==> src/rtl/core/nla_pkg.sv <==
// shared types, operation codes and register indexes of the lambda automaton acceptor
`timescale 1ns / 1ps
package nla_pkg;

  // fixed field widths
  localparam int OP_W       = 2;
  localparam int FIELD_W    = 4;
  localparam int MASK_W     = 16;
  localparam int CFG_IDX_W  = 1;
  localparam int CFG_DATA_W = 16;

  // operation codes of an input transaction
  localparam logic [OP_W-1:0] OP_ADD    = 2'd0;
  localparam logic [OP_W-1:0] OP_CLEAR  = 2'd1;
  localparam logic [OP_W-1:0] OP_SYMBOL = 2'd2;
  localparam logic [OP_W-1:0] OP_END    = 2'd3;

  // configuration register indexes
  localparam logic [CFG_IDX_W-1:0] CFG_START_STATE = 1'b0;
  localparam logic [CFG_IDX_W-1:0] CFG_ACCEPT_MASK = 1'b1;

  // input transaction payload
  typedef struct packed {
    logic [OP_W-1:0]    operation;
    logic [FIELD_W-1:0] from_state;
    logic [FIELD_W-1:0] to_state;
    logic [FIELD_W-1:0] symbol;
    logic               is_lambda;
  } in_t;

  // result transaction payload
  typedef struct packed {
    logic accepted;
    logic dead;
  } out_t;

  // commands from the controller to the datapath
  typedef struct packed {
    logic load;       // capture the accepted item
    logic wrk_start;  // work set takes the start state, expansion marks cleared
    logic wrk_clr;    // work set cleared before a move
    logic move;       // one step of the symbol move scan
    logic cl_init;    // expansion marks cleared before a closure
    logic close;      // one step of the lambda closure scan
    logic act_load;   // active set takes the work set
    logic emit;       // result leaves, active set cleared
    logic add_rd;     // read the entry of an added transition
    logic add_wr;     // write it back with the new successor bit
    logic clr_step;   // clear one table entry
  } cmd_t;

  // status from the datapath to the controller
  typedef struct packed {
    logic add_ok;     // added transition is in range
    logic cl_done;    // closure reached its fixed point
    logic ptr_last;   // scan pointer at the last state
    logic clr_last;   // clear sweep at the last entry
  } sts_t;

endpackage

==> src/rtl/core/nla_dp.sv <==
// datapath: successor table memory, state sets and scan pointer
`timescale 1ns / 1ps
module nla_dp #(
  parameter int NUM_STATES  = 16,
  parameter int NUM_SYMBOLS = 16
) (
  input  logic                        clk,
  input  logic                        rst_n,
  input  nla_pkg::in_t                in_data,
  input  logic [nla_pkg::FIELD_W-1:0] start_state,
  input  logic [nla_pkg::MASK_W-1:0]  accept_mask,
  input  nla_pkg::cmd_t               cmd,
  output nla_pkg::sts_t               sts,
  output nla_pkg::out_t               res
);
  import nla_pkg::*;

  localparam int COLS   = NUM_SYMBOLS + 1;
  localparam int DEPTH  = NUM_STATES * COLS;
  localparam int ADDR_W = $clog2(DEPTH);
  localparam int SW     = $clog2(NUM_STATES);
  localparam int CW     = $clog2(COLS);

  localparam logic [CW-1:0]         LAMBDA_COL = CW'(NUM_SYMBOLS);
  localparam logic [NUM_STATES-1:0] ONE_SET    = NUM_STATES'(1);
  localparam logic [SW-1:0]         LAST_ST    = SW'(NUM_STATES - 1);
  localparam logic [ADDR_W-1:0]     LAST_ADDR  = ADDR_W'(DEPTH - 1);

  // table entry of one state and one column, row-major by state
  function automatic logic [ADDR_W-1:0] entry_addr(input logic [SW-1:0] st,
                                                   input logic [CW-1:0] col);
    return ADDR_W'(st) * ADDR_W'(COLS) + ADDR_W'(col);
  endfunction

  in_t                   item_r;
  logic [NUM_STATES-1:0] act_r, act_nxt;
  logic [NUM_STATES-1:0] wrk_r, wrk_nxt;
  logic [NUM_STATES-1:0] exp_r, exp_nxt;
  logic [SW-1:0]         ptr_r, ptr_nxt, ptr_inc;
  logic                  pend_r, pend_nxt;
  logic [ADDR_W-1:0]     clr_addr_r, clr_addr_nxt;

  logic [NUM_STATES-1:0] tbl_mem [DEPTH];
  logic [NUM_STATES-1:0] rdata_r;
  logic                  rd_en, wr_en;
  logic [ADDR_W-1:0]     rd_addr, wr_addr, add_addr;
  logic [NUM_STATES-1:0] wr_data;

  logic                  from_ok, to_ok, sym_ok, start_ok;
  logic [SW-1:0]         from_idx, to_idx, start_idx;
  logic [CW-1:0]         sym_col, add_col;
  logic                  cand_move, cand_cl;
  logic [NUM_STATES-1:0] mask_n;

  // field decode of the held item
  assign from_ok   = 32'(item_r.from_state) < NUM_STATES;
  assign to_ok     = 32'(item_r.to_state) < NUM_STATES;
  assign sym_ok    = 32'(item_r.symbol) < NUM_SYMBOLS;
  assign start_ok  = 32'(start_state) < NUM_STATES;
  assign from_idx  = SW'(item_r.from_state);
  assign to_idx    = SW'(item_r.to_state);
  assign start_idx = SW'(start_state);
  assign sym_col   = CW'(item_r.symbol);
  assign add_col   = item_r.is_lambda ? LAMBDA_COL : sym_col;
  assign add_addr  = entry_addr(from_idx, add_col);

  // scan candidates: active states for a move, unexpanded states for a closure
  assign cand_move = act_r[ptr_r] & sym_ok;
  assign cand_cl   = wrk_r[ptr_r] & ~exp_r[ptr_r];
  assign ptr_inc   = (ptr_r == LAST_ST) ? '0 : ptr_r + 1'b1;

  // next-state logic of sets, pointer and memory ports
  always_comb begin
    act_nxt      = act_r;
    wrk_nxt      = wrk_r;
    exp_nxt      = exp_r;
    ptr_nxt      = ptr_r;
    pend_nxt     = 1'b0;
    clr_addr_nxt = clr_addr_r;
    rd_en        = 1'b0;
    rd_addr      = add_addr;
    wr_en        = 1'b0;
    wr_addr      = clr_addr_r;
    wr_data      = '0;

    // successor row read last cycle joins the work set
    if (pend_r) begin
      wrk_nxt = wrk_r | rdata_r;
    end
    if (cmd.wrk_start) begin
      wrk_nxt = start_ok ? (ONE_SET << start_idx) : '0;
      exp_nxt = '0;
      ptr_nxt = '0;
    end
    if (cmd.wrk_clr) begin
      wrk_nxt = '0;
      ptr_nxt = '0;
    end
    if (cmd.cl_init) begin
      exp_nxt = '0;
      ptr_nxt = '0;
    end
    if (cmd.move) begin
      rd_addr  = entry_addr(ptr_r, sym_col);
      rd_en    = cand_move;
      pend_nxt = cand_move;
      ptr_nxt  = ptr_inc;
    end
    if (cmd.close) begin
      rd_addr  = entry_addr(ptr_r, LAMBDA_COL);
      rd_en    = cand_cl;
      pend_nxt = cand_cl;
      ptr_nxt  = ptr_inc;
      if (cand_cl) begin
        exp_nxt[ptr_r] = 1'b1;
      end
    end
    if (cmd.add_rd) begin
      rd_en = 1'b1;
    end
    if (cmd.add_wr) begin
      wr_en   = 1'b1;
      wr_addr = add_addr;
      wr_data = rdata_r | (ONE_SET << to_idx);
    end
    if (cmd.clr_step) begin
      wr_en        = 1'b1;
      clr_addr_nxt = (clr_addr_r == LAST_ADDR) ? '0 : clr_addr_r + 1'b1;
    end
    if (cmd.act_load) begin
      act_nxt = wrk_r;
    end
    if (cmd.emit) begin
      act_nxt = '0;
    end
  end

  // control and set registers
  always_ff @(posedge clk) begin
    if (!rst_n) begin
      act_r      <= '0;
      wrk_r      <= '0;
      exp_r      <= '0;
      ptr_r      <= '0;
      pend_r     <= 1'b0;
      clr_addr_r <= '0;
    end else begin
      act_r      <= act_nxt;
      wrk_r      <= wrk_nxt;
      exp_r      <= exp_nxt;
      ptr_r      <= ptr_nxt;
      pend_r     <= pend_nxt;
      clr_addr_r <= clr_addr_nxt;
    end
  end

  // held item
  always_ff @(posedge clk) begin
    if (cmd.load) begin
      item_r <= in_data;
    end
  end

  // successor table, one write and one registered read per cycle
  always_ff @(posedge clk) begin
    if (wr_en) begin
      tbl_mem[wr_addr] <= wr_data;
    end
    if (rd_en) begin
      rdata_r <= tbl_mem[rd_addr];
    end
  end

  // status and result
  assign mask_n       = NUM_STATES'(accept_mask);
  assign sts.add_ok   = from_ok & to_ok & (item_r.is_lambda | sym_ok);
  assign sts.cl_done  = ~|(wrk_r & ~exp_r) & ~pend_r;
  assign sts.ptr_last = (ptr_r == LAST_ST);
  assign sts.clr_last = (clr_addr_r == LAST_ADDR);
  assign res.accepted = |(act_r & mask_n);
  assign res.dead     = ~|act_r;

endmodule

==> config.mk <==
export PLATFORM = sky130hd
export DESIGN_NAME = nla_dp
export DESIGN_NICKNAME = d
export VERILOG_FILES = /design/src/rtl/core/nla_pkg.sv /design/src/rtl/core/nla_dp.sv
export SDC_FILE = /design/constraint.sdc
export NUM_CORES = 2
export LEC_CHECK = 0
export CAP_MARGIN = 40
export CORE_MARGIN = 8
export CORE_UTILIZATION = 55
export CTS_CLUSTER_DIAMETER = 80
export DETAILED_ROUTE_END_ITERATION = 7
export DONT_BUFFER_PORTS = 1
export PLACE_DENSITY_LB_ADDON = 0.08
export SYNTH_ARGS = -nofsm -noshare
export SYNTH_HDL_FRONTEND = slang
export SYNTH_MEMORY_MAX_BITS = 65536
export SYNTH_SLANG_ARGS = --single-unit
export TNS_END_PERCENT = 100
==> constraint.sdc <==
create_clock -name clk -period 7.2 [get_ports clk]
set_input_delay 1.08 -clock clk [delete_from_list [all_inputs] [get_ports clk]]
set_output_delay 1.08 -clock clk [all_outputs]
set_load 0.1 [all_outputs]
==> impl_metrics.ini <==
[layout]
synthToLayoutAreaGrowth_pct = 12.7
final_common_cell = edfxtp_1
drive_gt1_share_pct = 18.6
regArea_mm2 = 0.133
final_cells = 15099
fin_area_mm2 = 0.197
final_cell_mix = edfxtp_1 (4381), nand2_1 (1601), nand3_1 (715)
fill_cells = 22402
fin_nets = 10600
multi_input_comb_area_mm2 = 0.0394

[logic_synthesis]
synth_seq_cells = 4443
synthSimpleGateAreaFrac_pct = 7.84
synth_top_area_share_pct = 75.2
netlist_area_mm2 = 0.175
synthCells = 10135
yosys.area.top_type = edfxtp_1
synth_top_family_by_area = multiplexers
muxShareOfSynthArea_pct = 9.93
seq_area_frac_synth_pct = 75.9
ys_warn_count = 0
ys_types = 82
avgSynthCellArea_um2 = 17.3
synthArstFlopShare_pct = 0
synth_enable_flop_cells = 4381
synth_xor_area_share_pct = 0.0651
synth_ff_type = edfxtp_1
synthAdderAreaFrac_pct = 0.159
ys_top_cells_by_area = edfxtp_1 (75%), mux4_2 (9.1%), nand2_1 (3.5%)
synth_nets = 10204
synth_compound_area_share_pct = 4.28

[worst_setup_path]
cp_num_buf_inv = 3
crit_family = simple AND/OR/NAND/NOR gates
critical_path_class = flop to flop
max_stage_delay_ns = 0.84
required_ns = 7.94
crit_path_max_fanout = 55
worstSetupStartpointType = flop
worst_ep_arrival_time_ns = 6.82
cp_cell_sequence = inv_1 -> fa_1 -> nand2b_1 -> a31oi_4 -> buf_12 -> buf_4 -> mux4_2 -> mux2i_1 -> mux2_2 -> o32ai_1 -> nor4_1 -> nand3_1 -> a221o_1
critical_path.slowest_cell = dfxtp_1
end_kind = flop

[floorplan]
die_w_um = 580
dieHeight_um = 580
io_pins = 54
coreArea_mm2 = 0.317
dieArea_mm2 = 0.337
start_util_pct = 55.2
rows = 207

[clocking]
clock-sinks = 4443
clk_latency_ns = 0.99
postCtsSetupRepairBufs = 0
cts_made_buffers = 447
h-tree-depth = 5
clk_pin_slew_ns = 0.06
cts_resized = 0
cts_hold_buf = 0
clock_path_buffers = 4
cts-root-buf = clkbuf_16
cts_tree = built

[route]
final_antenna_net_count = 0
via_per_inst = 6.58
drc = 0
vias = 99305
firstDrtPassIters = 8
routedWlPerCell_um = 32.9
dr.first_iter.drc_count = 13955
drt_wl_total_mm = 496

[grt]
grt_pass1_vias = 95535
antenna_found_initial = 33
grt_util_all_layers_pct = 28.7
grt_pass1_wl_mm = 702
grt_max_degree = 193
grt-ovfl-total = 0

[timing]
hold_viol = 0
fin_skew_ns = 0.0689
setup_ws_ns = 1.12
worstMarginPinSlew_ns = 1.32
maxSlewViolCount = 0
maxSlewHeadroom_pct = 11.7
fin_tns_setup_ns = 0
period_minus_slack_ns = 6.08
setup_viol = 0
period_share_pct = 84.5
rsz0062_at_grt = no
max_freq_mhz = 164

[placement]
placed_cells = 14254
hpwl_mm = 297
place_area_mm2 = 0.183
gp_congestion = 0.928
dpl_worst_slack_ns = 1.23
portBuffers = 0

[job]
cap_violations = 0

[hold_path]
holdCritPathClass = input pin to flop

[power_and_ir_drop]
power_mw = 59.7
pwr_density_cell_mw_per_mm2 = 303
ir_drop_mv = 0.226
leakage_nw = 64.1

[outcome]
status = completed
flip-flops by register name, indices dropped and copies added (netlist names):
name        count
item_r          5
ptr_r           4
wrk_r          16
pend_r          1
exp_r          16
from_idx        4
tbl_mem      4352
clr_addr_r      9
act_r          16
to_idx          4
rdata_r        16
worst paths after layout:
check                           cells past startpoint                   end  slack, ns                  start
worst max register to register                     13  rdata_r[2]$_DFFE_PP_       1.12  ptr_r[1]$_SDFFE_PN0P_
worst min register to register                      2  exp_r[13]$_SDFF_PN0_       0.54   exp_r[13]$_SDFF_PN0_
worst max-delay path                               13  rdata_r[2]$_DFFE_PP_       1.12  ptr_r[1]$_SDFFE_PN0P_
worst min-delay path                                0   to_idx[3]$_DFFE_PP_       0.21             in_data[8]
cells by family (layout without fill, tap and decap cells):
kind of cell | after synthesis | after routing
adders and majority gates | 21 | 21
xor gates and xnor gates | 13 | 13
DFF | 4443 | 4443
other | 1 | 29
buffers and inverters | 675 | 1431
muxes | 850 | 850
AOI/OAI and AO/OA | 987 | 987
and+or+nand+nor | 3145 | 3145
report_power, final:
part           internal (mW)  switching (mW)
combinational           2.28            5.52
clock                   12.6            9.65
sequential              29.5           0.143
total                   44.4            15.3
area by class of cell:
cell class,count,area share (%)
Antenna cell,28,0.0355
Clock buffer,547,5.95
Clock inverter,262,1.08
Inverter,13,0.0247
Multi-Input combinational cell,5017,20.0
Sequential cell,4443,67.3
Tap cell,4180,2.65
Timing Repair Buffer,609,2.97
worst reg2reg max path: cells and delay by family, from the launching register on:
kind	cells	cell delay [ns]
AND/OR/NAND/NOR	3	1.39
buffers and inverters	3	1.21
flip-flops	1	0.84
multiplexers	3	0.71
adder cells (fa/ha/maj)	1	0.52
AO/OA/AOI/OAI	3	1.19
cell usage after synthesis (19+ instances only):
library cell / n
dfxtp_1: 62
nand3_1: 716
buf_2: 257
a21oi_1: 96
clkbuf_1: 271
mux2i_1: 135
nand4_1: 42
a22oi_1: 76
nor2_1: 393
a311oi_1: 179
a22o_1: 41
a31oi_1: 170
mux4_2: 708
buf_1: 50
buf_4: 66
and2_1: 158
o211ai_1: 24
a32oi_1: 26
nor2b_1: 41
nor3_1: 71
o21a_1: 19
edfxtp_1: 4381
a221oi_1: 163
o21ai_0: 40
and3_1: 27
a211oi_1: 35
ha_1: 19
o22ai_1: 23
nand2_1: 1618
metrics by stage:
step | hold slack [ns] | util [%]
after CTS | 0.137 | 62.1
after global routing | 0.160 | 62.1
after global placement | 0.508 | 57.5
after detailed placement | 0.524 | 57.7
after floorplan | 0.479 | -
final | 0.205 | 62.2
routing by layer:
metal	vias up	global-route usage (%)	wire [um]
li1	41083	-	-
met3	845	7.12	54900
met1	51858	41.6	199000
met2	5509	43.1	226000
met4	10	9.39	16800
met5	-	0	57
Power figures use the tool's default switching activity.
