==> config.mk <==
export PLATFORM = sky130hd
export DESIGN_NAME = nla_ctrl
export DESIGN_NICKNAME = d
export VERILOG_FILES = /design/src/rtl/core/nla_pkg.sv /design/src/rtl/core/nla_ctrl.sv
export SDC_FILE = /design/constraint.sdc
export NUM_CORES = 1
export LEC_CHECK = 0
export ABC_AREA = 1
export BUFFER_PORTS_ARGS = -buffer_cell sky130_fd_sc_hd__buf_2
export CORE_AREA = 3 3 40 42
export CTS_BUF_LIST = sky130_fd_sc_hd__clkbuf_8
export DETAILED_ROUTE_END_ITERATION = 12
export DIE_AREA = 0 0 43 45
export HOLD_SLACK_MARGIN = 0.15
export PLACE_DENSITY = 0.76
export RECOVER_POWER = 25
export SETUP_SLACK_MARGIN = 0.05
export SYNTH_ARGS = -nofsm -noshare
export SYNTH_HDL_FRONTEND = slang
export SYNTH_SLANG_ARGS = --single-unit
==> constraint.sdc <==
create_clock -name clk -period 1.85 [get_ports clk]
set_input_delay 0.2775 -clock clk [delete_from_list [all_inputs] [get_ports clk]]
set_output_delay 0.2775 -clock clk [all_outputs]
set_load 0.01 [all_outputs]
==> src/rtl/core/nla_pkg.sv <==
// shared types, operation codes and register indexes of the lambda automaton acceptor
`timescale 1ns / 1ps
package nla_pkg;

  // fixed field widths
  localparam int OP_W       = 2;
  localparam int FIELD_W    = 4;
  localparam int MASK_W     = 16;
  localparam int CFG_IDX_W  = 1;
  localparam int CFG_DATA_W = 16;

  // operation codes of an input transaction
  localparam logic [OP_W-1:0] OP_ADD    = 2'd0;
  localparam logic [OP_W-1:0] OP_CLEAR  = 2'd1;
  localparam logic [OP_W-1:0] OP_SYMBOL = 2'd2;
  localparam logic [OP_W-1:0] OP_END    = 2'd3;

  // configuration register indexes
  localparam logic [CFG_IDX_W-1:0] CFG_START_STATE = 1'b0;
  localparam logic [CFG_IDX_W-1:0] CFG_ACCEPT_MASK = 1'b1;

  // input transaction payload
  typedef struct packed {
    logic [OP_W-1:0]    operation;
    logic [FIELD_W-1:0] from_state;
    logic [FIELD_W-1:0] to_state;
    logic [FIELD_W-1:0] symbol;
    logic               is_lambda;
  } in_t;

  // result transaction payload
  typedef struct packed {
    logic accepted;
    logic dead;
  } out_t;

  // commands from the controller to the datapath
  typedef struct packed {
    logic load;       // capture the accepted item
    logic wrk_start;  // work set takes the start state, expansion marks cleared
    logic wrk_clr;    // work set cleared before a move
    logic move;       // one step of the symbol move scan
    logic cl_init;    // expansion marks cleared before a closure
    logic close;      // one step of the lambda closure scan
    logic act_load;   // active set takes the work set
    logic emit;       // result leaves, active set cleared
    logic add_rd;     // read the entry of an added transition
    logic add_wr;     // write it back with the new successor bit
    logic clr_step;   // clear one table entry
  } cmd_t;

  // status from the datapath to the controller
  typedef struct packed {
    logic add_ok;     // added transition is in range
    logic cl_done;    // closure reached its fixed point
    logic ptr_last;   // scan pointer at the last state
    logic clr_last;   // clear sweep at the last entry
  } sts_t;

endpackage

==> src/rtl/core/nla_ctrl.sv <==
// controller state machine sequencing table updates, moves, closures and results
`timescale 1ns / 1ps
module nla_ctrl (
  input  logic                     clk,
  input  logic                     rst_n,
  input  logic                     in_accept,
  input  logic [nla_pkg::OP_W-1:0] in_op,
  input  logic                     out_free,
  input  nla_pkg::sts_t            sts,
  output nla_pkg::cmd_t            cmd,
  output logic                     idle
);
  import nla_pkg::*;

  localparam logic [3:0] S_CLEAR    = 4'd0;
  localparam logic [3:0] S_IDLE     = 4'd1;
  localparam logic [3:0] S_ADD      = 4'd2;
  localparam logic [3:0] S_ADD_WR   = 4'd3;
  localparam logic [3:0] S_START_CL = 4'd4;
  localparam logic [3:0] S_MOVE     = 4'd5;
  localparam logic [3:0] S_MOVE_END = 4'd6;
  localparam logic [3:0] S_CLOSE    = 4'd7;
  localparam logic [3:0] S_EMIT     = 4'd8;

  logic [3:0]      state_r, state_nxt;
  logic [OP_W-1:0] op_r, op_nxt;
  logic            fresh_r, fresh_nxt;

  // next state and command decode
  always_comb begin
    cmd       = '0;
    idle      = 1'b0;
    state_nxt = state_r;
    op_nxt    = op_r;
    fresh_nxt = fresh_r;
    unique case (state_r)
      S_CLEAR: begin
        cmd.clr_step = 1'b1;
        if (sts.clr_last) begin
          state_nxt = S_IDLE;
        end
      end
      S_IDLE: begin
        idle = 1'b1;
        if (in_accept) begin
          cmd.load = 1'b1;
          op_nxt   = in_op;
          unique case (in_op) inside
            OP_ADD: begin
              state_nxt = S_ADD;
            end
            OP_CLEAR: begin
              state_nxt = S_CLEAR;
            end
            OP_SYMBOL, OP_END: begin
              if (fresh_r) begin
                cmd.wrk_start = 1'b1;
                state_nxt     = S_START_CL;
              end else if (in_op == OP_SYMBOL) begin
                cmd.wrk_clr = 1'b1;
                state_nxt   = S_MOVE;
              end else begin
                state_nxt = S_EMIT;
              end
            end
          endcase
        end
      end
      S_ADD: begin
        if (sts.add_ok) begin
          cmd.add_rd = 1'b1;
          state_nxt  = S_ADD_WR;
        end else begin
          state_nxt = S_IDLE;
        end
      end
      S_ADD_WR: begin
        cmd.add_wr = 1'b1;
        state_nxt  = S_IDLE;
      end
      S_START_CL: begin
        // closure of the start state opens a new word
        if (sts.cl_done) begin
          cmd.act_load = 1'b1;
          fresh_nxt    = 1'b0;
          if (op_r == OP_SYMBOL) begin
            cmd.wrk_clr = 1'b1;
            state_nxt   = S_MOVE;
          end else begin
            state_nxt = S_EMIT;
          end
        end else begin
          cmd.close = 1'b1;
        end
      end
      S_MOVE: begin
        cmd.move = 1'b1;
        if (sts.ptr_last) begin
          state_nxt = S_MOVE_END;
        end
      end
      S_MOVE_END: begin
        cmd.cl_init = 1'b1;
        state_nxt   = S_CLOSE;
      end
      S_CLOSE: begin
        if (sts.cl_done) begin
          cmd.act_load = 1'b1;
          state_nxt    = S_IDLE;
        end else begin
          cmd.close = 1'b1;
        end
      end
      S_EMIT: begin
        if (out_free) begin
          cmd.emit  = 1'b1;
          fresh_nxt = 1'b1;
          state_nxt = S_IDLE;
        end
      end
      default: begin
        state_nxt = S_CLEAR;
      end
    endcase
  end

  // state registers
  always_ff @(posedge clk) begin
    if (!rst_n) begin
      state_r <= S_CLEAR;
      op_r    <= OP_ADD;
      fresh_r <= 1'b1;
    end else begin
      state_r <= state_nxt;
      op_r    <= op_nxt;
      fresh_r <= fresh_nxt;
    end
  end

endmodule

==> flow_metrics.env, run 1 <==
export IMPL_n_fill_cell=136
export IMPL_initial_core_util_pct=43.1
export IMPL_fmaxAchievable_mhz=595
export IMPL_die_area_um2=1940
export IMPL_grt_max_degree=7
export IMPL_synth_area_leaders="dfxtp_1 (25%), nand2_1 (16%), inv_1 (10%)"
export IMPL_ys_warnings_count=0
export IMPL_crit_buf_inv=2
export IMPL_n_antenna_cell=0
export IMPL_finalCriticalPeriod_ns=1.68
export IMPL_post_place_cells=133
export IMPL_fp_row_count=13
export IMPL_cp_slowest_stage_delay_ns=0.35
export IMPL_ys_seq_area_share_pct=25.3
export IMPL_hold_class="input pin to flop"
export IMPL_fin_worst_skew_ns=0.00493
export IMPL_arrival_ns=1.40
export IMPL_syn2layout_area_growth_pct=31.6
export IMPL_mostFrequentLayoutCells="nand2_1 (23), buf_2 (21), inv_1 (16), nor2_1 (13), nand3_1 (10)"
export IMPL_vdd_drop_max_v=0.000556
export IMPL_slowest_stage="dfxtp_1"
export IMPL_syn_cell_area_um2=554
export IMPL_setup_viol=0
export IMPL_fp_dieH_um=45
export IMPL_die_w_um=43
export IMPL_run_status="complete, no violations"
export IMPL_clkSinkCount=7
export IMPL_cp_start_kind="flop"
export IMPL_timing_final_crit_share_pct=90.8
export IMPL_fin_cells=138
export IMPL_yosys_area_top_type="dfxtp_1"
export IMPL_drt_iter0_drc=9
export IMPL_synth_seq_cells=7
export IMPL_core_area_um2=1280
export IMPL_ys_types=16
export IMPL_layout_drive_gt1_share_pct=31.7
export IMPL_dp_final_hpwl_mm=1.15
export IMPL_slew_headroom_pct=79.8
export IMPL_drv_cap=0
export IMPL_grt_pass1_wl_mm=2.35
export IMPL_cts_max_level=1
export IMPL_syn_inst=97
export IMPL_dr_pass1_iters=4
export IMPL_hold_violations=0
export IMPL_cts_root_to_sink_buffers=2
export IMPL_synth_top_area_share_pct=25.3
export IMPL_reg2reg_slack_ns=0.54
export IMPL_grt_ovfl_total=0
export IMPL_cts_buffers=3
export IMPL_drc=0
export IMPL_cp_cell_sequence="nor2_2 -> inv_2 -> nor2_4 -> nand3_2 -> o21ai_0 -> buf_2"
export IMPL_critPathCaptureType="primary output"
export IMPL_track_usage_pct=16.0
export IMPL_cts_tree="yes"
export IMPL_power_density_nw_per_um2=1150
export IMPL_grt_antenna_before_repair=0
export IMPL_cts_hold_buf=0
export IMPL_critical_path_required_ns=1.57
export IMPL_clock_latency_ns=0.23
export IMPL_slew_viol_final=0
export IMPL_worstMarginPinSlew_ns=0.302
export IMPL_grt_pass1_vias=592
export IMPL_ant_nets=0
export IMPL_syn_nets=107
export IMPL_path_class="flop to primary output"
export IMPL_fin_nets=134
export IMPL_final_common_cell="nand2_1"
export IMPL_synth_avg_cell_area_um2=5.71
export IMPL_critPathMaxFanout=5
export IMPL_path_clk_slew_ns=0.04
export IMPL_crit_family="simple AND/OR/NAND/NOR gates"
export IMPL_tns_ns=0
export IMPL_clock_root_buffer="clkbuf_8"
export IMPL_routabilityCongestion=0.837
export IMPL_dr_total_vias=664
export IMPL_rsz0062_at_grt="no"
export IMPL_via_per_inst=4.81
export IMPL_wl_per_cell_um=10.2
export IMPL_power_leakage_nw=0.430
export IMPL_portBuffers=21
export IMPL_ios=22
export IMPL_routed_wl_mm=1.40
registers in the layout, indices dropped and copies added (netlist names):
register / flops
op_r: 2
state_r: 4
fresh_r: 1
cells by family after synthesis:
logic type	synth area share (%)
flip-flops	25.3
AO/OA/AOI/OAI	9.48
buffers and inverters	13.5
AND/OR/NAND/NOR	51.7
power breakdown:
group,internal (mW),switching (mW),total (mW)
sequential,0.181,0.0322,0.213
combinational,0.156,0.264,0.419
clock,0.143,0.0639,0.207
metal layers:
layer / vias to the layer above / routed length, um / GRT usage (%)
met5: - / 0 / 0
met1: 285 / 666 / 20.5
li1: 355 / - / -
met4: 0 / 9 / 4.82
met3: 2 / 92 / 2.39
met2: 22 / 632 / 27.8
path summary, 6_finish.rpt:
check,depth (start not counted),end,startpoint
worst max-delay path,6,cmd[8],state_r[0]
worst min-delay path,2,fresh_r,rst_n
worst max register to register,6,state_r[2],state_r[1]
worst min register to register,2,fresh_r,fresh_r
Yosys cell counts:
cell type  number
nor2_1         12
inv_2           5
inv_1          15
dfxtp_1         7
nand4_1         2
nand2_2         3
a21oi_1         7
o21ai_0         2
nor2_4          2
a22oi_1         1
nor3_1          3
nor2_2          3
nand2_1        23
nand3b_1        1
nand3_2         1
nand3_1        10
timing repair:
action,CTS,global route
endpoints found under the hold margin,0,0
gates resized for setup,0,1
setup buffers,0,1
setup endpoints to repair,0,1
stage by stage:
| stage | utilization (%) | hold WS, ns | total power [mW] | worst slack, ns | instance area [um^2] |
|---|---|---|---|---|---|
| floorplan | - | 0.362 | 0.515 | 0.470 | 554 |
| global placement | 52.8 | 0.488 | 0.622 | 0.385 | 678 |
| detailed placement | 52.8 | 0.491 | 0.624 | 0.396 | 678 |
| CTS | 56.3 | 0.262 | 0.835 | 0.149 | 723 |
| global route | 56.8 | 0.273 | 0.914 | 0.0582 | 729 |
| finish | 56.8 | 0.264 | 0.840 | 0.170 | 729 |
cell type report:
class,instances,area (um^2),share of cell area [%]
timing repair buffer,22,113,15.4
clock inverter,1,3.75,0.515
multi-input combinational,70,337,46.1
clock buffer,3,41.3,5.66
inverter,20,75.1,10.3
tap,15,18.8,2.57
sequential,7,141,19.4
Note: power is estimated with default switching activity, not from simulation.
==> run 2, diff against run 1 <==
ABC_AREA = 0   (was 1)
PLACE_DENSITY = 0.8   (was 0.76)
==> flow_metrics.env, run 2 <==
export IMPL_worstMarginPinSlew_ns=0.398
export IMPL_die_area_um2=1940
export IMPL_p_comb_share_pct=32.7
export IMPL_fin_cells=114
export IMPL_routabilityCongestion=0.932
export IMPL_synth_edff_count=0
export IMPL_ant_nets=0
export IMPL_critPathMaxFanout=12
export IMPL_worstSetupStartpoint="state_r[1]"
export IMPL_power_frac_clock_pct=35.5
export IMPL_cts_root_to_sink_buffers=2
export IMPL_ys_warnings_count=0
export IMPL_cts_buffers=3
export IMPL_rr_startpoint="state_r[1]"
export IMPL_ios=22
export IMPL_portBuffers=21
export IMPL_fin_worst_skew_ns=0.00599
export IMPL_arrival_ns=1.39
export IMPL_routed_wl_mm=1.54
export IMPL_critical_path_required_ns=1.57
export IMPL_yosys_area_top_type="dfxtp_1"
export IMPL_internal_power_uw=404
export IMPL_hold_class="input pin to flop"
export IMPL_mostFrequentLayoutCells="buf_2 (20), nor2_1 (8), dfxtp_1 (6), inv_1 (5)"
export IMPL_grt_pass1_vias=570
export IMPL_synth_area_leaders="dfxtp_1 (23%), mux2i_1 (6.7%), nor2_1 (5.0%)"
export IMPL_largest_reg_flops=4
export IMPL_post_place_cells=110
export IMPL_seqCellArea_um2=144
export IMPL_finalCriticalPeriod_ns=1.66
export IMPL_syn_inst=76
export IMPL_cp_start_kind="flop"
export IMPL_fmaxAchievable_mhz=601
export IMPL_ys_types=40
export IMPL_dr_total_vias=663
export IMPL_tns_ns=0
export IMPL_power_leakage_nw=0.356
export IMPL_cp_endpoint="cmd[8]"
export IMPL_syn2layout_area_growth_pct=27.9
export IMPL_grt_ovfl_total=0
export IMPL_hold_violations=0
export IMPL_clock_root_buffer="clkbuf_8"
export IMPL_dp_final_hpwl_mm=1.17
export IMPL_dr_pass1_iters=4
export IMPL_track_usage_pct=18.1
export IMPL_via_per_inst=5.82
export IMPL_path_class="flop to primary output"
export IMPL_rr_worst_depth=4
export IMPL_syn_nets=86
export IMPL_path_clk_slew_ns=0.04
export IMPL_fin_nets=110
export IMPL_synth_ff_type="dfxtp_1"
export IMPL_multiInputGateArea_um2=418
export IMPL_rsz0062_at_grt="no"
export IMPL_grt_pass1_wl_mm=2.59
export IMPL_top_regs="state_r (4), op_r (2), fresh_r (1)"
export IMPL_layout_drive_gt1_share_pct=32.3
export IMPL_syn_cell_area_um2=597
export IMPL_synthArstFlopShare_pct=0
export IMPL_initial_core_util_pct=46.4
export IMPL_slew_headroom_pct=73.3
export IMPL_grt_antenna_before_repair=0
export IMPL_cts_max_level=1
export IMPL_seqPwrFrac_pct=31.8
export IMPL_wl_per_cell_um=13.5
export IMPL_clkSinkCount=7
export IMPL_drv_cap=0
export IMPL_grt_max_degree=13
export IMPL_drc=0
export IMPL_critPathCaptureType="primary output"
export IMPL_power_density_nw_per_um2=819
export IMPL_slowest_stage="dfxtp_1"
export IMPL_vdd_drop_max_v=0.000429
export IMPL_slew_viol_final=0
export IMPL_synth_top_area_share_pct=23.5
export IMPL_setup_viol=0
export IMPL_swShare_pct=35.4
export IMPL_fp_dieH_um=45
export IMPL_cp_slowest_stage_delay_ns=0.41
export IMPL_n_antenna_cell=0
export IMPL_cts_hold_buf=0
export IMPL_regMostFlops="state_r"
export IMPL_p_switching_uw=221
export IMPL_n_fill_cell=124
export IMPL_drt_iter0_drc=17
export IMPL_synth_avg_cell_area_um2=7.85
export IMPL_cts_tree="yes"
export IMPL_run_status="complete, no violations"
export IMPL_reg2reg_slack_ns=0.27
export IMPL_fp_row_count=13
export IMPL_clock_latency_ns=0.24
export IMPL_r2r_end="state_r[1]"
export IMPL_die_w_um=43
export IMPL_final_common_cell="buf_2"
export IMPL_ys_seq_area_share_pct=23.5
export IMPL_cp_cell_sequence="nor2_2 -> nand3_1 -> o22ai_1 -> buf_2"
export IMPL_yosysMostFrequentCell="nor2_1"
export IMPL_ys_top_cells_by_count="nor2_1 (8), dfxtp_1 (7)"
export IMPL_synth_seq_cells=7
export IMPL_timing_final_crit_share_pct=89.9
export IMPL_core_area_um2=1280
[run 2: metal layers]
| metal | global-route usage, % | part of all wire, % |
|---|---|---|
| met1 | 24.6 | 46 |
| met2 | 26.0 | 44 |
| met3 | 2.79 | 7.6 |
| met4 | 12.7 | 2.5 |
| met5 | 0 | 0 |
[run 2: critical path: cells and delay by family, from the launching register on]
| family | cells | cell delay [ns] |
|---|---|---|
| AOI/OAI and AO/OA | 1 | 0.14 |
| buffers and inverters | 1 | 0.15 |
| DFF | 1 | 0.41 |
| and+or+nand+nor | 2 | 0.46 |
[run 2: power groups by stage]
stage          clock network, mW  logic, mW  registers [mW]
4_1_cts                    0.224      0.203           0.196
6_report                   0.222      0.205           0.199
2_1_floorplan                  0      0.168           0.178
3_5_place_dp                   0      0.202           0.197
3_3_place_gp                   0      0.196           0.195
5_1_grt                    0.233      0.229           0.202
[run 2: how the worst min path moves through the flow]
stage | start | to | slack, ns | depth (start not counted)
final | rst_n | state_r[1] | 0.33 | 2
after global routing | rst_n | state_r[1] | 0.33 | 2
after CTS | rst_n | state_r[1] | 0.32 | 2
after detailed placement | op_r[0] | op_r[0] | 0.49 | 2
after global placement | op_r[0] | op_r[0] | 0.47 | 2
after floorplan | in_op[0] | op_r[0] | 0.42 | 2
[run 2: timing repair]
item | in CTS | in global routing
setup buffers | 0 | 0
endpoints found under the setup margin | 2 | 2
pin swaps | 0 | 0
gates resized for setup | 1 | 2
[run 2: area by class of cell]
cell class                 instances  area share, %
multi-input combinational         60           54.8
sequential                         7           18.9
timing repair buffer              23           15.6
clock buffer                       3           5.41
inverter                           5           2.46
tap                               15           2.46
clock inverter                     1          0.492
[run 2: logic make-up after synthesis]
kind of cell / count (synthesis) / share of synthesized area [%]
and+or+nand+nor: 38 / 38.4
AOI/OAI and AO/OA: 18 / 24.1
buffers and inverters: 9 / 7.34
muxes: 4 / 6.71
DFF: 7 / 23.5
[run 2: metrics by stage]
stage	setup WS (ns)	hold slack (ns)	power (mW)	util, %	instance area [um^2]
3_5_place_dp	0.216	0.493	0.399	55.3	711
3_3_place_gp	0.259	0.473	0.391	55.3	711
5_1_grt	0.0943	0.333	0.665	59.4	763
4_1_cts	0.102	0.325	0.623	58.9	757
2_1_floorplan	0.447	0.421	0.346	-	597
6_report	0.187	0.326	0.625	59.4	763
==> run 3, diff against run 2 <==
clock period = 2.1 ns   (was 1.85 ns; I/O delays follow)
==> flow_metrics.env, run 3 (synthesized netlist as in run 2, its figures left out) <==
export IMPL_final_common_cell="buf_2"
export IMPL_p_total_uw=542
export IMPL_crit_buf_inv=2
export IMPL_mostFrequentLayoutCells="buf_2 (20), nor2_1 (8), dfxtp_1 (6), inv_1 (5)"
export IMPL_die_w_um=43
export IMPL_cts_max_level=1
export IMPL_dr_total_vias=661
export IMPL_slew_viol_final=0
export IMPL_grt_ovfl_total=0
export IMPL_fp_dieH_um=45
export IMPL_crit_family="flip-flops"
export IMPL_fin_nets=108
export IMPL_critPathCaptureType="primary output"
export IMPL_place_ws_ns=0.378
export IMPL_clock_latency_ns=0.23
export IMPL_power_leakage_nw=0.348
export IMPL_largest_reg_flops=4
export IMPL_timing_final_crit_share_pct=90.9
export IMPL_syn2layout_area_growth_pct=23.7
export IMPL_routed_wl_mm=1.63
export IMPL_grt_antenna_before_repair=0
export IMPL_clkSinkCount=7
export IMPL_tns_ns=0
export IMPL_layout_drive_gt1_share_pct=28.9
export IMPL_fin_worst_skew_ns=0.00753
export IMPL_slowest_stage="dfxtp_1"
export IMPL_dr_pass1_iters=4
export IMPL_worst_slack_ns=0.191
export IMPL_worstMarginPinSlew_ns=0.478
export IMPL_drc=0
export IMPL_top_regs="state_r (4), op_r (2), fresh_r (1)"
export IMPL_power_density_nw_per_um2=734
export IMPL_regMostFlops="state_r"
export IMPL_path_class="flop to primary output"
export IMPL_core_area_um2=1280
export IMPL_setup_viol=0
export IMPL_hold_class="input pin to flop"
export IMPL_cp_cell_sequence="nor2_1 -> nand3_1 -> inv_2 -> and3_1 -> buf_2"
export IMPL_cts_buffers=3
export IMPL_fmaxAchievable_mhz=524
export IMPL_vdd_drop_max_v=0.000386
export IMPL_clock_root_buffer="clkbuf_8"
export IMPL_via_per_inst=5.90
export IMPL_rsz0062_at_grt="no"
export IMPL_wl_per_cell_um=14.5
export IMPL_n_antenna_cell=0
export IMPL_cts_root_to_sink_buffers=2
export IMPL_fp_row_count=13
export IMPL_routabilityCongestion=0.786
export IMPL_finalCriticalPeriod_ns=1.91
export IMPL_grt_pass1_vias=590
export IMPL_initial_core_util_pct=46.4
export IMPL_path_clk_slew_ns=0.04
export IMPL_grt_max_degree=16
export IMPL_die_area_um2=1940
export IMPL_ios=22
export IMPL_track_usage_pct=18.3
export IMPL_n_fill_cell=132
export IMPL_dp_final_hpwl_mm=1.12
export IMPL_ant_nets=0
export IMPL_cp_start_kind="flop"
export IMPL_cp_slowest_stage_delay_ns=0.61
export IMPL_drt_iter0_drc=35
export IMPL_critPathMaxFanout=15
export IMPL_drv_cap=0
export IMPL_arrival_ns=1.59
export IMPL_portBuffers=21
export IMPL_hold_violations=0
export IMPL_critical_path_required_ns=1.78
export IMPL_grt_pass1_wl_mm=2.61
export IMPL_slew_headroom_pct=68.1
export IMPL_cts_tree="yes"
export IMPL_run_status="complete, no violations"
==> run 3: cell count changes in the layout (fill, tap and decap cells not counted), sizes merged <==
cell  delta
buf      -2
==> run 3: power breakdown <==
group          internal [mW]  leakage [nW]  total [mW]  switching [mW]
registers              0.147        0.0572       0.178          0.0309
logic                 0.0756         0.264       0.173          0.0976
clock network          0.127        0.0269       0.191          0.0643
==> run 3: final timing paths <==
kind	from	to	slack (ns)	depth (start not counted)
worst max-delay path	state_r[3]	cmd[9]	0.19	5
worst min-delay path	rst_n	state_r[1]	0.36	2
worst max register to register	state_r[3]	state_r[1]	0.31	4
worst min register to register	op_r[0]	op_r[0]	0.50	2
==> run 3: timing repair <==
item                                    4_1_cts  5_1_grt
endpoints found under the setup margin        0        2
setup buffers                                 0        0
hold buffers                                  0        0
gates resized for setup                       0        1
==> run 3: layout make-up <==
type | instances | area [um^2] | area share (%)
clock inverters | 1 | 3.75 | 0.508
well taps | 15 | 18.8 | 2.54
inverters | 5 | 18.8 | 2.54
multi-input cells | 60 | 410 | 55.6
repair buffers | 21 | 104 | 14.1
clock buffers | 3 | 41.3 | 5.59
flip-flops and latches | 7 | 141 | 19.2
==> run 3: stage by stage <==
stage,area (um^2),util (%),cells,hold WS (ns)
final,738,57.4,112,0.360
after CTS,741,57.6,112,0.364
after floorplan,597,-,76,0.454
after global routing,738,57.4,112,0.361
after global placement,696,54.1,108,0.476
after detailed placement,696,54.1,108,0.499
==> run 3: layer usage <==
metal | vias to the layer above | global-route usage, % | share of wire [%]
li1 | 328 | - | -
met1 | 290 | 22.5 | 43
met2 | 38 | 29.0 | 44
met3 | 5 | 4.78 | 10
met4 | 0 | 10.8 | 2.1
met5 | - | 0 | 0
